$ cat config.mk
export PLATFORM = sky130hd
export DESIGN_NAME = escape_to_utf8_encoder
export DESIGN_NICKNAME = d
export VERILOG_FILES = /design/src/e2u8_pkg.sv /design/src/escape_to_utf8_encoder.sv
export SDC_FILE = /design/constraint.sdc
export NUM_CORES = 1
export LEC_CHECK = 0
export BUFFER_PORTS_ARGS = -buffer_cell sky130_fd_sc_hd__buf_2
export CORE_AREA = 4 4 110 112
export DETAILED_ROUTE_END_ITERATION = 7
export DIE_AREA = 0 0 114 116
export MAX_ROUTING_LAYER = met4
export PLACE_DENSITY = 0.77
export SYNTH_ARGS = -nofsm -noshare
export SYNTH_HDL_FRONTEND = slang
export SYNTH_SLANG_ARGS = --single-unit
$ cat constraint.sdc
create_clock -name clock -period 4.55 [get_ports clock]
set_clock_uncertainty 0.2 [all_clocks]
set_input_delay 0.91 -clock clock [delete_from_list [all_inputs] [get_ports clock]]
set_output_delay 0.91 -clock clock [all_outputs]
set_load 0.01 [all_outputs]
$ cat src/e2u8_pkg.sv
// Package for the escape-to-UTF-8 encoder: widths, character codes, beat type, hex decode.
package e2u8_pkg;

   localparam int BYTE_W    = 8;
   localparam int CP_W      = 21;
   localparam int MAX_BEATS = 4;
   localparam int SLOT_W    = $clog2(MAX_BEATS);
   localparam int CNT_W     = $clog2(MAX_BEATS + 1);

   // Characters that steer the escape parser
   localparam logic [BYTE_W-1:0] CH_BSLASH = 8'h5C;
   localparam logic [BYTE_W-1:0] CH_U      = 8'h75;
   localparam logic [BYTE_W-1:0] CH_LBRACE = 8'h7B;
   localparam logic [BYTE_W-1:0] CH_RBRACE = 8'h7D;

   // UTF-8 range limits
   localparam logic [CP_W-1:0] LIM_1B  = 21'h00007F;
   localparam logic [CP_W-1:0] LIM_2B  = 21'h0007FF;
   localparam logic [CP_W-1:0] LIM_3B  = 21'h00FFFF;
   localparam logic [CP_W-1:0] LIM_4B  = 21'h10FFFF;
   // Largest accumulator value that still takes one more digit
   localparam logic [CP_W-1:0] LIM_ACC = 21'h01FFFF;

   // UTF-8 lead and continuation markers
   localparam logic [BYTE_W-1:0] LEAD_2B = 8'hC0;
   localparam logic [BYTE_W-1:0] LEAD_3B = 8'hE0;
   localparam logic [BYTE_W-1:0] LEAD_4B = 8'hF0;
   localparam logic [BYTE_W-1:0] CONT_B  = 8'h80;

   typedef struct packed {
      logic [BYTE_W-1:0] byte_out;
      logic              byte_valid;
      logic              bad_escape;
   } beat_type;

   typedef struct packed {
      logic       is_hex;
      logic [3:0] value;
   } hex_type;

   function automatic hex_type hex_decode(input logic [BYTE_W-1:0] c);
      hex_type h;
      h.is_hex = 1'b1;
      h.value  = 4'd0;
      if (c >= 8'h30 && c <= 8'h39) begin
         h.value = c[3:0];
      end else if ((c >= 8'h61 && c <= 8'h66) || (c >= 8'h41 && c <= 8'h46)) begin
         h.value = c[3:0] + 4'd9;
      end else begin
         h.is_hex = 1'b0;
      end
      return h;
   endfunction

endpackage

$ cat src/escape_to_utf8_encoder.sv
// Escape-to-UTF-8 encoder: byte copy with \u{...} code point escapes turned into UTF-8.
//
//   channel | ports                                             | direction
//   --------+---------------------------------------------------+----------
//   req     | req_valid, req_stall, req_char_in, req_is_final   | in
//   rsp     | rsp_valid, rsp_stall, rsp_byte_out, rsp_byte_valid,| out
//           | rsp_bad_escape, rsp_run_last, rsp_string_end      |
//
// Flow: an input byte lands in the input register, then one pass of parse
// and encode logic moves it into the result buffer. It yields 0 to 4 beats,
// one per cycle while rsp_stall is low; so one input per cycle is sustained
// if each yields at most one beat, and a run holds the input until it drains.
// Reset: synchronous, clears parser phase, escape accumulator and both buffers.
// Stalls: rsp_stall holds the current beat; the input register refills in the
// same cycle the last beat of a run leaves, so req_stall rises only while a
// run is still draining behind a full input register.
module escape_to_utf8_encoder (
   input  logic                       clock,
   input  logic                       reset,
   input  logic                       req_valid,
   output logic                       req_stall,
   input  logic [e2u8_pkg::BYTE_W-1:0] req_char_in,
   input  logic                       req_is_final,
   output logic                       rsp_valid,
   input  logic                       rsp_stall,
   output logic [e2u8_pkg::BYTE_W-1:0] rsp_byte_out,
   output logic                       rsp_byte_valid,
   output logic                       rsp_bad_escape,
   output logic                       rsp_run_last,
   output logic                       rsp_string_end
);
   import e2u8_pkg::*;

   typedef enum logic [1:0] {
      PH_PLAIN,   // copy bytes through
      PH_BS,      // backslash held
      PH_BSU,     // backslash and 'u' held
      PH_ESC      // inside an escape, collecting digits
   } phase_type;

   // Input register
   logic              in_full_ff;
   logic [BYTE_W-1:0] in_char_ff;
   logic              in_fin_ff;

   // Parser state
   phase_type         phase_ff,   phase_in;
   logic [CP_W-1:0]   accum_ff,   accum_in;
   logic              seen_ff,    seen_in;
   logic              ovf_ff,     ovf_in;
   logic              stopped_ff, stopped_in;

   // Result buffer
   beat_type          slot_ff [MAX_BEATS];
   beat_type          slot_in [MAX_BEATS];
   logic [CNT_W-1:0]  rem_ff;
   logic [CNT_W-1:0]  cnt_in;
   logic [SLOT_W-1:0] idx_ff;
   logic              run_fin_ff;

   // Digit step and encoder results
   hex_type           hex;
   logic [CP_W-1:0]   dig_accum;
   logic              dig_seen, dig_ovf, dig_stopped;
   beat_type          enc [MAX_BEATS];
   logic [CNT_W-1:0]  enc_cnt;

   logic              take;
   logic              move;

   // Handshake: the input register hands over when the buffer is empty or
   // its last beat leaves this cycle.
   assign take      = (rem_ff != '0) && !rsp_stall;
   assign move      = in_full_ff &&
                      ((rem_ff == '0) || ((rem_ff == CNT_W'(1)) && !rsp_stall));
   assign req_stall = in_full_ff && !move;

   assign rsp_valid      = (rem_ff != '0);
   assign rsp_byte_out   = slot_ff[idx_ff].byte_out;
   assign rsp_byte_valid = slot_ff[idx_ff].byte_valid;
   assign rsp_bad_escape = slot_ff[idx_ff].bad_escape;
   assign rsp_run_last   = (rem_ff == CNT_W'(1));
   assign rsp_string_end = (rem_ff == CNT_W'(1)) && run_fin_ff;

   // Take one hex digit into the accumulator; the first non-hex byte freezes it.
   // An escape that opens on this byte starts from an empty value.
   always_comb begin
      hex         = hex_decode(in_char_ff);
      dig_accum   = accum_ff;
      dig_seen    = seen_ff;
      dig_ovf     = ovf_ff;
      dig_stopped = stopped_ff;
      if (phase_ff != PH_ESC) begin
         dig_accum   = '0;
         dig_seen    = 1'b0;
         dig_ovf     = 1'b0;
         dig_stopped = 1'b0;
      end else if (in_char_ff != CH_RBRACE) begin
         if (!hex.is_hex) begin
            dig_stopped = 1'b1;
         end else if (!stopped_ff) begin
            dig_seen = 1'b1;
            if (accum_ff > LIM_ACC) begin
               dig_ovf = 1'b1;
            end else begin
               dig_accum = {accum_ff[CP_W-5:0], hex.value};
            end
         end
      end
   end

   // Encode the code point that closes the escape. Out-of-range values
   // yield no beats; a missing or overflowed value yields one error beat.
   always_comb begin
      for (int i = 0; i < MAX_BEATS; i++) begin
         enc[i] = '0;
      end
      enc_cnt = '0;
      if (!dig_seen || dig_ovf) begin
         enc[0].bad_escape = 1'b1;
         enc_cnt           = CNT_W'(1);
      end else if (dig_accum <= LIM_1B) begin
         enc[0]  = '{byte_out: dig_accum[7:0], byte_valid: 1'b1, bad_escape: 1'b0};
         enc_cnt = CNT_W'(1);
      end else if (dig_accum <= LIM_2B) begin
         enc[0]  = '{byte_out: LEAD_2B | {3'b0, dig_accum[10:6]},
                     byte_valid: 1'b1, bad_escape: 1'b0};
         enc[1]  = '{byte_out: CONT_B | {2'b0, dig_accum[5:0]},
                     byte_valid: 1'b1, bad_escape: 1'b0};
         enc_cnt = CNT_W'(2);
      end else if (dig_accum <= LIM_3B) begin
         enc[0]  = '{byte_out: LEAD_3B | {4'b0, dig_accum[15:12]},
                     byte_valid: 1'b1, bad_escape: 1'b0};
         enc[1]  = '{byte_out: CONT_B | {2'b0, dig_accum[11:6]},
                     byte_valid: 1'b1, bad_escape: 1'b0};
         enc[2]  = '{byte_out: CONT_B | {2'b0, dig_accum[5:0]},
                     byte_valid: 1'b1, bad_escape: 1'b0};
         enc_cnt = CNT_W'(3);
      end else if (dig_accum <= LIM_4B) begin
         enc[0]  = '{byte_out: LEAD_4B | {5'b0, dig_accum[20:18]},
                     byte_valid: 1'b1, bad_escape: 1'b0};
         enc[1]  = '{byte_out: CONT_B | {2'b0, dig_accum[17:12]},
                     byte_valid: 1'b1, bad_escape: 1'b0};
         enc[2]  = '{byte_out: CONT_B | {2'b0, dig_accum[11:6]},
                     byte_valid: 1'b1, bad_escape: 1'b0};
         enc[3]  = '{byte_out: CONT_B | {2'b0, dig_accum[5:0]},
                     byte_valid: 1'b1, bad_escape: 1'b0};
         enc_cnt = CNT_W'(4);
      end
   end

   // Parse one byte: build the beat list and the next parser state.
   always_comb begin
      logic close_now;
      close_now  = 1'b0;
      phase_in   = phase_ff;
      accum_in   = accum_ff;
      seen_in    = seen_ff;
      ovf_in     = ovf_ff;
      stopped_in = stopped_ff;
      cnt_in     = '0;
      for (int i = 0; i < MAX_BEATS; i++) begin
         slot_in[i] = '0;
      end

      case (phase_ff)
         PH_BS: begin
            if (in_char_ff == CH_U) begin
               phase_in = PH_BSU;
            end else if (in_char_ff == CH_BSLASH) begin
               // flush the held backslash, hold the new one
               slot_in[0] = '{byte_out: CH_BSLASH, byte_valid: 1'b1, bad_escape: 1'b0};
               cnt_in     = CNT_W'(1);
            end else begin
               slot_in[0] = '{byte_out: CH_BSLASH, byte_valid: 1'b1, bad_escape: 1'b0};
               slot_in[1] = '{byte_out: in_char_ff, byte_valid: 1'b1, bad_escape: 1'b0};
               cnt_in     = CNT_W'(2);
               phase_in   = PH_PLAIN;
            end
         end
         PH_BSU: begin
            if (in_char_ff == CH_LBRACE) begin
               phase_in   = PH_ESC;
               accum_in   = '0;
               seen_in    = 1'b0;
               ovf_in     = 1'b0;
               stopped_in = 1'b0;
            end else begin
               slot_in[0] = '{byte_out: CH_BSLASH, byte_valid: 1'b1, bad_escape: 1'b0};
               slot_in[1] = '{byte_out: CH_U, byte_valid: 1'b1, bad_escape: 1'b0};
               if (in_char_ff == CH_BSLASH) begin
                  cnt_in   = CNT_W'(2);
                  phase_in = PH_BS;
               end else begin
                  slot_in[2] = '{byte_out: in_char_ff, byte_valid: 1'b1, bad_escape: 1'b0};
                  cnt_in     = CNT_W'(3);
                  phase_in   = PH_PLAIN;
               end
            end
         end
         PH_ESC: begin
            if (in_char_ff == CH_RBRACE) begin
               close_now = 1'b1;
               phase_in  = PH_PLAIN;
            end else begin
               accum_in   = dig_accum;
               seen_in    = dig_seen;
               ovf_in     = dig_ovf;
               stopped_in = dig_stopped;
            end
         end
         default: begin
            if (in_char_ff == CH_BSLASH) begin
               phase_in = PH_BS;
            end else begin
               slot_in[0] = '{byte_out: in_char_ff, byte_valid: 1'b1, bad_escape: 1'b0};
               cnt_in     = CNT_W'(1);
            end
         end
      endcase

      // End of string: flush what is held and close an open escape
      if (in_fin_ff) begin
         case (phase_in)
            PH_BS: begin
               slot_in[cnt_in[SLOT_W-1:0]] =
                  '{byte_out: CH_BSLASH, byte_valid: 1'b1, bad_escape: 1'b0};
               cnt_in = cnt_in + CNT_W'(1);
            end
            PH_BSU: begin
               slot_in[cnt_in[SLOT_W-1:0]] =
                  '{byte_out: CH_BSLASH, byte_valid: 1'b1, bad_escape: 1'b0};
               slot_in[cnt_in[SLOT_W-1:0] + SLOT_W'(1)] =
                  '{byte_out: CH_U, byte_valid: 1'b1, bad_escape: 1'b0};
               cnt_in = cnt_in + CNT_W'(2);
            end
            PH_ESC: begin
               close_now = 1'b1;
            end
            default: begin
            end
         endcase
      end

      // An escape always closes with nothing else in the list
      if (close_now) begin
         for (int i = 0; i < MAX_BEATS; i++) begin
            slot_in[i] = enc[i];
         end
         cnt_in = enc_cnt;
      end

      if (in_fin_ff) begin
         phase_in   = PH_PLAIN;
         accum_in   = '0;
         seen_in    = 1'b0;
         ovf_in     = 1'b0;
         stopped_in = 1'b0;
         // carry string_end on an empty beat when the last byte yields nothing
         if (cnt_in == '0) begin
            slot_in[0] = '0;
            cnt_in     = CNT_W'(1);
         end
      end
   end

   always_ff @(posedge clock) begin
      if (reset) begin
         in_full_ff <= 1'b0;
         phase_ff   <= PH_PLAIN;
         accum_ff   <= '0;
         seen_ff    <= 1'b0;
         ovf_ff     <= 1'b0;
         stopped_ff <= 1'b0;
         rem_ff     <= '0;
         idx_ff     <= '0;
         run_fin_ff <= 1'b0;
      end else begin
         // input register: refill on accept, drop when handed over
         if (req_valid && !req_stall) begin
            in_full_ff <= 1'b1;
         end else if (move) begin
            in_full_ff <= 1'b0;
         end

         if (move) begin
            phase_ff   <= phase_in;
            accum_ff   <= accum_in;
            seen_ff    <= seen_in;
            ovf_ff     <= ovf_in;
            stopped_ff <= stopped_in;
            rem_ff     <= cnt_in;
            idx_ff     <= '0;
            run_fin_ff <= in_fin_ff;
         end else if (take) begin
            // advance to the next beat of the run
            rem_ff <= rem_ff - CNT_W'(1);
            idx_ff <= idx_ff + SLOT_W'(1);
         end
      end
   end

   // Payload registers
   always_ff @(posedge clock) begin
      if (req_valid && !req_stall) begin
         in_char_ff <= req_char_in;
         in_fin_ff  <= req_is_final;
      end
      if (move) begin
         for (int i = 0; i < MAX_BEATS; i++) begin
            slot_ff[i] <= slot_in[i];
         end
      end
   end

   a_rem_bound: assert property (@(posedge clock) disable iff (reset)
      rem_ff <= CNT_W'(MAX_BEATS))
      else $error("result buffer holds more beats than it has slots");

   a_idx_step: assert property (@(posedge clock) disable iff (reset)
      (take && !move) |=> (idx_ff == $past(idx_ff) + SLOT_W'(1)))
      else $error("beat index did not advance after a beat left");

   a_fin_reset: assert property (@(posedge clock) disable iff (reset)
      (move && in_fin_ff) |=> (phase_ff == PH_PLAIN && !seen_ff && !ovf_ff))
      else $error("parser state not cleared after end of string");

   a_end_last: assert property (@(posedge clock) disable iff (reset)
      (rsp_valid && rsp_string_end) |-> rsp_run_last)
      else $error("string end flagged on a beat that is not last of its run");

   a_bad_novalid: assert property (@(posedge clock) disable iff (reset)
      (rsp_valid && rsp_bad_escape) |-> (!rsp_byte_valid && rsp_run_last))
      else $error("error beat carries a byte or is not alone in its run");

endmodule

Word level (Yosys, flattened, before mapping)
Memories as Yosys holds them, arrays and structs flattened. A register that Yosys moved wholly into a read port is not among the register bits.
Cells that the tools add are included.
{"block": "op_classes", "addsub": 6, "eq_ne": 17, "div": 0, "n_bitwise": 8, "muxes": 100, "n_mul": 0, "reduce_logical": 27, "shift": 0, "magnitude_cmp": 15}
{"cell": "40-bit two-way mux", "n": 7}
{"cell": "21-bit two-way mux", "n": 8}
{"cell": "30-bit two-way mux", "n": 3}
{"cell": "10-bit two-way mux", "n": 8}
{"cell": "40-bit one-hot mux with 2 select lines", "n": 1}
{"cell": "21-bit one-hot mux with 2 select lines", "n": 1}
{"cell": "10-bit demux with 2-bit select", "n": 2}
{"cell": "20-bit two-way mux", "n": 2}
{"cell": "3-bit two-way mux", "n": 12}
{"cell": "1-bit two-way mux", "n": 33}
{"cell": "8-bit by 7-bit equality test with 1-bit output (second input constant)", "n": 4}
{"cell": "10-bit one-hot mux with 3 select lines", "n": 1}
{"cell": "29-bit two-way mux", "n": 1}
{"cell": "24-bit bitwise OR", "n": 1}
{"cell": "21-bit by 17-bit greater-than comparator with 1-bit output (second input constant)", "n": 1}
{"cell": "21-bit by 11-bit less-or-equal comparator with 1-bit output (second input constant)", "n": 1}
{"cell": "21-bit by 16-bit less-or-equal comparator with 1-bit output (second input constant)", "n": 1}
{"cell": "21-bit less-or-equal comparator (second input constant)", "n": 1}
{"cell": "21-bit by 7-bit less-or-equal comparator with 1-bit output (second input constant)", "n": 1}
{"cell": "20-bit bitwise AND", "n": 1}
{"cell": "2-bit two-way mux", "n": 10}
{"cell": "20-bit inverter", "n": 1}
{"cell": "20-bit bitwise OR", "n": 1}
{"cell": "10-bit one-hot mux with 2 select lines", "n": 1}
{"cell": "37 further kinds", "n": 70}
{"block": "word_totals", "latch_bits": 0, "mem_count": 1, "rom_bits": 0, "ram_bits": 40, "elab_cells": 185, "in_bits": 13, "output_inout_bits": 14, "ff_bits": 42}
{"memory": "slot_ff", "words": 4, "word_bits": 10, "rd": 1, "rd_clocked_by_memory_dff": 1, "wr": 4, "line_no": "escape_to_utf8_encoder.sv:54", "text": "beat_type slot_ff [MAX_BEATS];"}

Longest topological paths before layout
Gate-level depths: netlist (run 1).
{"block": "depth", "ltp_word": 23, "depth_mapped": 18, "mapped_depth_nobuf": 16}

Worst setup path after synthesis (run 1)
Ideal clock, no wire load.
{"block": "synth_timing", "kind": "register to register", "startpoint": "reg in_char_ff[0]", "endpoint": "mem slot_ff[0][2] in the netlist's numbering, data pin", "stages_incl_launch_ff": 18, "period_less_slack_ps": 4039, "setup_time_ps": 268, "n_path_buf": 2, "required_time_ps": 4082, "arrival_ps": 3570, "setup_slack_ps": 511, "cell_sequence": "edfxtp_1 inv_1 ha_1 nand4_1 nor4b_1 clkbuf_1 nand2_1 a31oi_1 inv_1 ha_1 nand2b_1 clkbuf_1 nor2_1 mux2i_1 a2111oi_0 o21ai_0 o21ai_4 a22oi_2"}
{"element": "start: declaration", "line_no": "escape_to_utf8_encoder.sv:43", "text": "logic [BYTE_W-1:0] in_char_ff;"}
{"element": "start signal: assignment", "line_no": "escape_to_utf8_encoder.sv:306", "text": "in_char_ff <= req_char_in;"}
{"element": "end: declaration", "line_no": "escape_to_utf8_encoder.sv:54"}

==> results of run 1 <==
==> layout by cell type, fill, tap and decap left out, drive strengths merged, types with 9 or more instances in the layout <==
cell and n:
nand2 60, clkbuf 10, dfxtp 35, edfxtp 46
inv 25, nand2b 9, a21oi 54, o21ai 40
a22oi 24, nor3 16, buf 42, mux4 9
nand3 14, nor2 73, ha 17
==> worst register-to-register path, stage by stage, from the launching register on <==
cell	delay, ns
edfxtp_1	0.49
inv_1	0.16
ha_1	0.22
nand4_1	0.17
nor4b_4	0.39
nand2_1	0.15
a31oi_2	0.26
inv_1	0.10
ha_1	0.29
nor2b_1	0.24
buf_4	0.24
nand2_1	0.11
o32ai_1	0.41
a31oi_1	0.15
and3_1	0.36
a22oi_2	0.22
==> where the power goes <==
| group | switching (mW) | internal, mW | total, mW | leakage [nW] |
|---|---|---|---|---|
| Combinational | 0.258 | 0.191 | 0.449 | 1.29 |
| Clock | 0.331 | 0.470 | 0.800 | 0.162 |
| Sequential | 0.0711 | 0.884 | 0.955 | 0.719 |
| Total | 0.660 | 1.54 | 2.20 | 2.17 |
==> how the worst max path moves through the flow <==
| stage | slack, ns | endpoint | depth (start not counted) | startpoint |
|---|---|---|---|---|
| finish | 0.24 | slot_ff[0][5] | 15 | in_char_ff[1] |
| detailed placement | 0.30 | slot_ff[0][5] | 15 | in_char_ff[1] |
| floorplan | 0.51 | slot_ff[0][2] | 17 | in_char_ff[0] |
| CTS | 0.26 | slot_ff[0][5] | 15 | in_char_ff[1] |
| global route | -0.03 | slot_ff[0][2] | 16 | in_char_ff[1] |
| global placement | 0.41 | slot_ff[0][8] | 16 | in_char_ff[1] |
==> state kept, by name (all words and copies together), names as in the netlist, named ones only <==
register    cells
rem_ff          3
in_full_ff      1
ovf_ff          1
in_char_ff      8
stopped_ff      1
run_fin_ff      1
idx_ff          2
accum_ff       21
seen_ff         1
in_fin_ff       1
slot_ff        37
phase_ff        2
==> area by class of cell <==
class                      instances  area [um^2]  share of cell area
inverter                          23         86.3              0.0143
sequential                        81         2080               0.344
tap                              143          179              0.0296
clock inverter                     6         81.3              0.0134
multi-input combinational        465         3120               0.516
timing repair buffer              42          250              0.0414
clock buffer                      10          250              0.0414
==> what timing repair did <==
item | CTS | global route
setup buffers | 0 | 1
gates resized for setup | 0 | 6
setup endpoints to repair | 0 | 10
==> Yosys cell counts (all sizes together), types with 4 or more instances <==
cell type and number:
nor2 73, a2111oi 4, a21o 7, and3 4
or4 7, a21oi 54, mux4 9, nor3b 4
nand2b 9, o22ai 8, nor2b 4, o21a 4
o32ai 5, inv 23, nand2 60, a22oi 24
nor4 7, buf 7, nor3 16, mux2 7
dfxtp 35, nand3 14, clkbuf 34, mux2i 8
a31oi 6, ha 17, a211oi 5, o221ai 6
edfxtp 46, and2 5, o21ai 40, nand4 7
==> stage by stage <==
| step | instance area (um^2) | setup TNS (ns) | worst slack [ns] | power [mW] | cells |
|---|---|---|---|---|---|
| detailed placement | 5690 | 0 | 0.296 | 1.42 | 753 |
| global route | 6050 | -0.0713 | -0.0269 | 2.31 | 770 |
| floorplan | 5430 | 0 | 0.511 | 1.28 | 610 |
| global placement | 5690 | 0 | 0.408 | 1.41 | 753 |
| finish | 6050 | 0 | 0.236 | 2.20 | 770 |
| CTS | 6020 | 0 | 0.260 | 2.21 | 769 |
==> cells by family after synthesis <==
logic type	count (synthesis)
adders and majority gates	17
and+or+nand+nor	221
DFF	81
buffers and inverters	64
muxes	24
AOI/OAI and AO/OA	199
xor gates and xnor gates	4
==> per-layer routing <==
metal  vias up  track usage  part of all wire
met5         -            -                 0
met4         0        0.120             0.043
met3        47       0.0454             0.086
met2       291        0.407              0.46
met1      2349        0.350              0.41
li1       2333            -                 -
==> impl_results.md, run 1 <==
- DRC Markers: 0
- Synth Area in Compound Gates: 0.260
- Largest stage delay on the critical path: 0.49 ns
- Hold Crit Depth: 2
- Leak: 2.17 nW
- Syn nets: 640
- CTS Sinks: 81
- Total Wirelength: 16700 um
- Outcome: finished clean
- HPWL Detailed: 12500 um
- Die Height: 116 um
- Global-route wire length before repair: 26400 um
- I/O Pins: 27
- Mapped Area: 5430 um^2
- Critical R2R Launch: in_char_ff[1]
- Syn. warnings: 0
- Final Hold Vio Count: 0
- Fmax: 0.232 GHz
- Number of distinct library cells after synthesis: 79
- Crit-path cells: inv_1 -> ha_1 -> nand4_1 -> nor4b_4 -> nand2_1 -> a31oi_2 -> inv_1 -> ha_1 -> nor2b_1 -> buf_4 -> nand2_1 -> o32ai_1 -> a31oi_1 -> and3_1 -> a22oi_2
- VDD IR-drop max: 0.000208 V
- Final ANT Viol Nets: 0
- Core Area: 11200 um^2
- Simple-gate area share of the yosys netlist: 0.197
- Largest net degree at the start of global routing: 46
- Root Buffer: clkbuf_16
- Overflow after GRT: 0
- Clk buf depth: 2
- CP Capture Type: flip-flop
- Hold EP: run_fin_ff
- Worst Reg2Reg Path Length in Cells: 15
- DRT Pass-1 Iters: 6
- Cells after synthesis: 610
- GRT Overall Usage: 0.267
- Synth async-reset ratio: 0
- Reg2reg end: slot_ff[0][5]
- Synth Register Bits: 81
- Adder-cell share of the synthesized area: 0.0392
- H-Tree Depth: 3
- DIE WIDTH: 114 um
- Min Tclk post-route: 4.31 ns
- Layout net count: 652
- Slew Viols, Final: 0
- Min-Delay Path Class: flip-flop to flip-flop
- Number of clock buffers inserted by TritonCTS: 9
- Mux contribution to synthesized area: 0.0667
- Port Buffer Count: 26
- Skew-Pair Late Insertion Delay: 0.35 ns
- 1st-iter DRT viols: 479
- EDFF count, synth: 46
- Main synth FF type: edfxtp_1
- Vias: 5020
- Max_cap viols: 0
- Row count: 39
- Setup CP Type: flip-flop to flip-flop
- CP Launch Type: flip-flop
- TritonCTS clock tree: yes
- Final core occ: 0.539
- Largest family of logic cells by synthesized area: compound AO/OA/AOI/OAI gates
- Fraction of layout cells with a size suffix above 1: 0.163
- Final setup viols: 0
- PwrDens: 364 nW/um^2
- Top cells by area, synth: edfxtp_1 25%, dfxtp_1 13%, nor2_1 5.1%
- Part of the cycle the worst path needs: 0.948
- Diode count: 0
- Synth Area in XOR/XNOR: 0.00646
- R2r setup slk: 0.24 ns
- # fillers: 1045
- Worst Tran Pin Value: 0.969 ns
- Hold buffer count at CTS: 0
- Top cell type's share of synthesized area: 0.255
- Slew margin rel.: 0.352
- Seq/Total Area, Yosys: 0.384
- Avg Vias per Cell: 6.52
- CP bufs+invs: 3
- Initial antenna violation count: 0
- Hold slack: 0.266 ns
- Crit path max fanout: 14
- Delay-heaviest family, CP: simple AND/OR/NAND/NOR gates
- Die area: 13200 um^2
- Initial Util: 0.483
- Worst path slowest cell: edfxtp_1
- Vias in the first global route: 4680
- RePlAce Congestion: 1.00
- Post-DR wirelength/cell: 21.6 um
- Clk slew on worst S/H paths: 0.07 ns
- Largest area contributor in the netlist: edfxtp_1
- Critical path data required time: 4.53 ns
- Synth Area per Inst: 8.89 um^2
- Worst Hold Launch: run_fin_ff
- CP arrival: 4.29 ns
- Layout area overhead: 11.5%
Note: power is estimated with default switching activity, not from simulation.
==> inputs of run 2 (changes only) <==
--- a/config.mk
+++ b/config.mk
@@ -6,11 +6,14 @@
 export NUM_CORES = 1
 export LEC_CHECK = 0
 export BUFFER_PORTS_ARGS = -buffer_cell sky130_fd_sc_hd__buf_2
-export CORE_AREA = 4 4 110 112
+export CAP_MARGIN = 25
+export CELL_PAD_IN_SITES_DETAIL_PLACEMENT = 1
+export CELL_PAD_IN_SITES_GLOBAL_PLACEMENT = 1
+export CORE_AREA = 4 4 112 114
 export DETAILED_ROUTE_END_ITERATION = 7
-export DIE_AREA = 0 0 114 116
+export DIE_AREA = 0 0 116 118
 export MAX_ROUTING_LAYER = met4
-export PLACE_DENSITY = 0.77
+export PLACE_DENSITY = 0.9
 export SYNTH_ARGS = -nofsm -noshare
 export SYNTH_HDL_FRONTEND = slang
 export SYNTH_SLANG_ARGS = --single-unit
==> run 2 against run 1 <==
Non-clock buffer count did not move. Routed wire length grew 13%. Die area up 3.5%. Setup slack better by 0.010 ns. Combinational power grew 4%. Critical path type unchanged. Critical endpoint is now slot_ff[0][3].
==> impl_results.md, run 2 (synthesized netlist as in run 1, its figures left out) <==
- Initial Util: 0.475 (was 0.483)
- Critical path data required time: 4.42 ns (was 4.53 ns)
- Fmax: 0.232 GHz (about the same)
- Setup CP Type: flip-flop to flip-flop (unchanged)
- TritonCTS clock tree: yes (unchanged)
- Max_cap viols: 0 (unchanged)
- 1st-iter DRT viols: 565 (was 479)
- RePlAce Congestion: 0.956 (was 1.00)
- Wire length on met1: 8190 um (was 6840 um)
- Post_cts resized: 0 (unchanged)
- Row count: 39 (unchanged)
- Avg Vias per Cell: 6.56 (was 6.52)
- Largest net degree at the start of global routing: 48 (was 46)
- Global-route wire length before repair: 29500 um (was 26400 um)
- Max FFs per register: 37 (unchanged)
- Hold slack: 0.270 ns (was 0.266 ns)
- Skew-Pair Late Insertion Delay: 0.35 ns (about the same)
- Post-DR wirelength/cell: 24.5 um (was 21.6 um)
- Part of the cycle the worst path needs: 0.946 (was 0.948)
- H-Tree Depth: 3 (unchanged)
- Vias in the first global route: 5085 (was 4680)
- RSZ-0062 raised after global routing: no
- DRT Pass-1 Iters: 5 (was 6)
- Final ANT Viol Nets: 0 (unchanged)
- # fillers: 1355 (was 1045)
- Layout net count: 652 (unchanged)
- Clk slew on worst S/H paths: 0.06 ns (was 0.07 ns)
- Overflow after GRT: 0 (unchanged)
- Largest register by flop count: slot_ff (unchanged)
- Largest regs: slot_ff (37), accum_ff (21), in_char_ff (8) (unchanged)
- CTS Sinks: 81 (unchanged)
- Multi-input logic area: 3130 um^2 (was 3120 um^2)
- Final setup viols: 0 (unchanged)
- Core Area: 11400 um^2 (was 11200 um^2)
- Hold buffer count at CTS: 0 (unchanged)
- Commonest non-fill, non-tap cell in the layout: nor2_1 (unchanged)
- Total Wirelength: 18800 um (was 16700 um)
- CP arrival: 4.17 ns (was 4.29 ns)
- Clk buf depth: 2 (unchanged)
- Die area: 13700 um^2 (was 13200 um^2)
- DRC Markers: 0 (unchanged)
- GRT Overall Usage: 0.288 (was 0.267)
- CP Launch Type: flip-flop (unchanged)
- Worst Tran Pin Value: 0.873 ns (was 0.969 ns)
- Slew Viols, Final: 0 (unchanged)
- PwrDens: 354 nW/um^2 (was 364 nW/um^2)
- Min Tclk post-route: 4.30 ns (was 4.31 ns)
- Slew margin rel.: 0.416 (was 0.352)
- Fraction of layout cells with a size suffix above 1: 0.163 (unchanged)
- Die Height: 118 um (was 116 um)
- CP Capture Type: flip-flop (unchanged)
- Setup Fix Bufs, Post-CTS: 0 (unchanged)
- Length of routed met3 wiring: 1110 um (was 1440 um)
- FF/Latch Area: 2080 um^2 (unchanged)
- Met2 routed WL: 8760 um (was 7650 um)
- I/O Pins: 27 (unchanged)
- Root Buffer: clkbuf_16 (unchanged)
- Layout area overhead: 10.5% (was 11.5%)
- VDD IR-drop max: 0.000309 V (was 0.000208 V)
- Most frequent cells in the layout: 72 x nor2_1, 60 x nand2_1, 54 x a21oi_1 (unchanged)
- Setup TNS: 0 ns (unchanged)
- Crit path max fanout: 9 (was 14)
- Initial antenna violation count: 0 (unchanged)
- Diode count: 0 (unchanged)
- Outcome: finished clean (unchanged)
- Leak: 2.14 nW (was 2.17 nW)
- DIE WIDTH: 116 um (was 114 um)
- Vias: 5055 (was 5020)
- Min-Delay Path Class: flip-flop to flip-flop (unchanged)
- Port Buffer Count: 26 (unchanged)
- Final Hold Vio Count: 0 (unchanged)
- HPWL Detailed: 14200 um (was 12500 um)
- Number of clock buffers inserted by TritonCTS: 9 (unchanged)
- Top layer in use: met4 (unchanged)
[run 2: cell type report]
type	count	share of cell area
Clock buffer	10	0.0382
Clock inverter	6	0.00710
Inverter	23	0.0144
Multi-Input combinational cell	465	0.521
Sequential cell	81	0.347
Tap cell	143	0.0298
Timing Repair Buffer	42	0.0417
[run 2: where the power goes]
part | leakage [nW] | internal [mW] | switching (mW)
clock network | 0.129 | 0.372 | 0.319
registers | 0.719 | 0.885 | 0.0778
logic | 1.29 | 0.193 | 0.274
total | 2.14 | 1.45 | 0.671
[run 2: worst paths after layout]
check | to | cells past startpoint | slack [ns] | startpoint
worst max-delay path | slot_ff[0][3] | 12 | 0.25 | in_char_ff[0]
worst min-delay path | run_fin_ff | 2 | 0.27 | run_fin_ff
worst max register to register | slot_ff[0][3] | 12 | 0.25 | in_char_ff[0]
worst min register to register | run_fin_ff | 2 | 0.27 | run_fin_ff
[run 2: critical path, cell delays in order, from the launching register on]
cell and delay [ns]:
edfxtp_1 0.52, inv_1 0.16, ha_1 0.21, nand4_1 0.16, or4b_2 0.81, o21ai_0 0.13, o21ai_0 0.20, ha_1 0.30
inv_1 0.18, o32ai_2 0.14, a31oi_1 0.34, and3_1 0.51, a22oi_2 0.16
[run 2: through the flow]
stage | setup WS [ns] | util | power [mW] | area, um^2 | std cells
floorplan | 0.511 | - | 1.28 | 5430 | 610
global placement | 0.418 | 0.499 | 1.41 | 5690 | 754
detailed placement | 0.118 | 0.499 | 1.44 | 5690 | 754
CTS | 0.109 | 0.522 | 2.13 | 5960 | 770
global route | 0.0185 | 0.525 | 2.21 | 5990 | 770
finish | 0.246 | 0.525 | 2.12 | 5990 | 770
[run 2: layer usage]
layer / vias to the layer above / GRT usage
met5: - / -
met4: 0 / 0.112
met3: 47 / 0.0458
met2: 204 / 0.424
met1: 2478 / 0.395
li1: 2326 / -
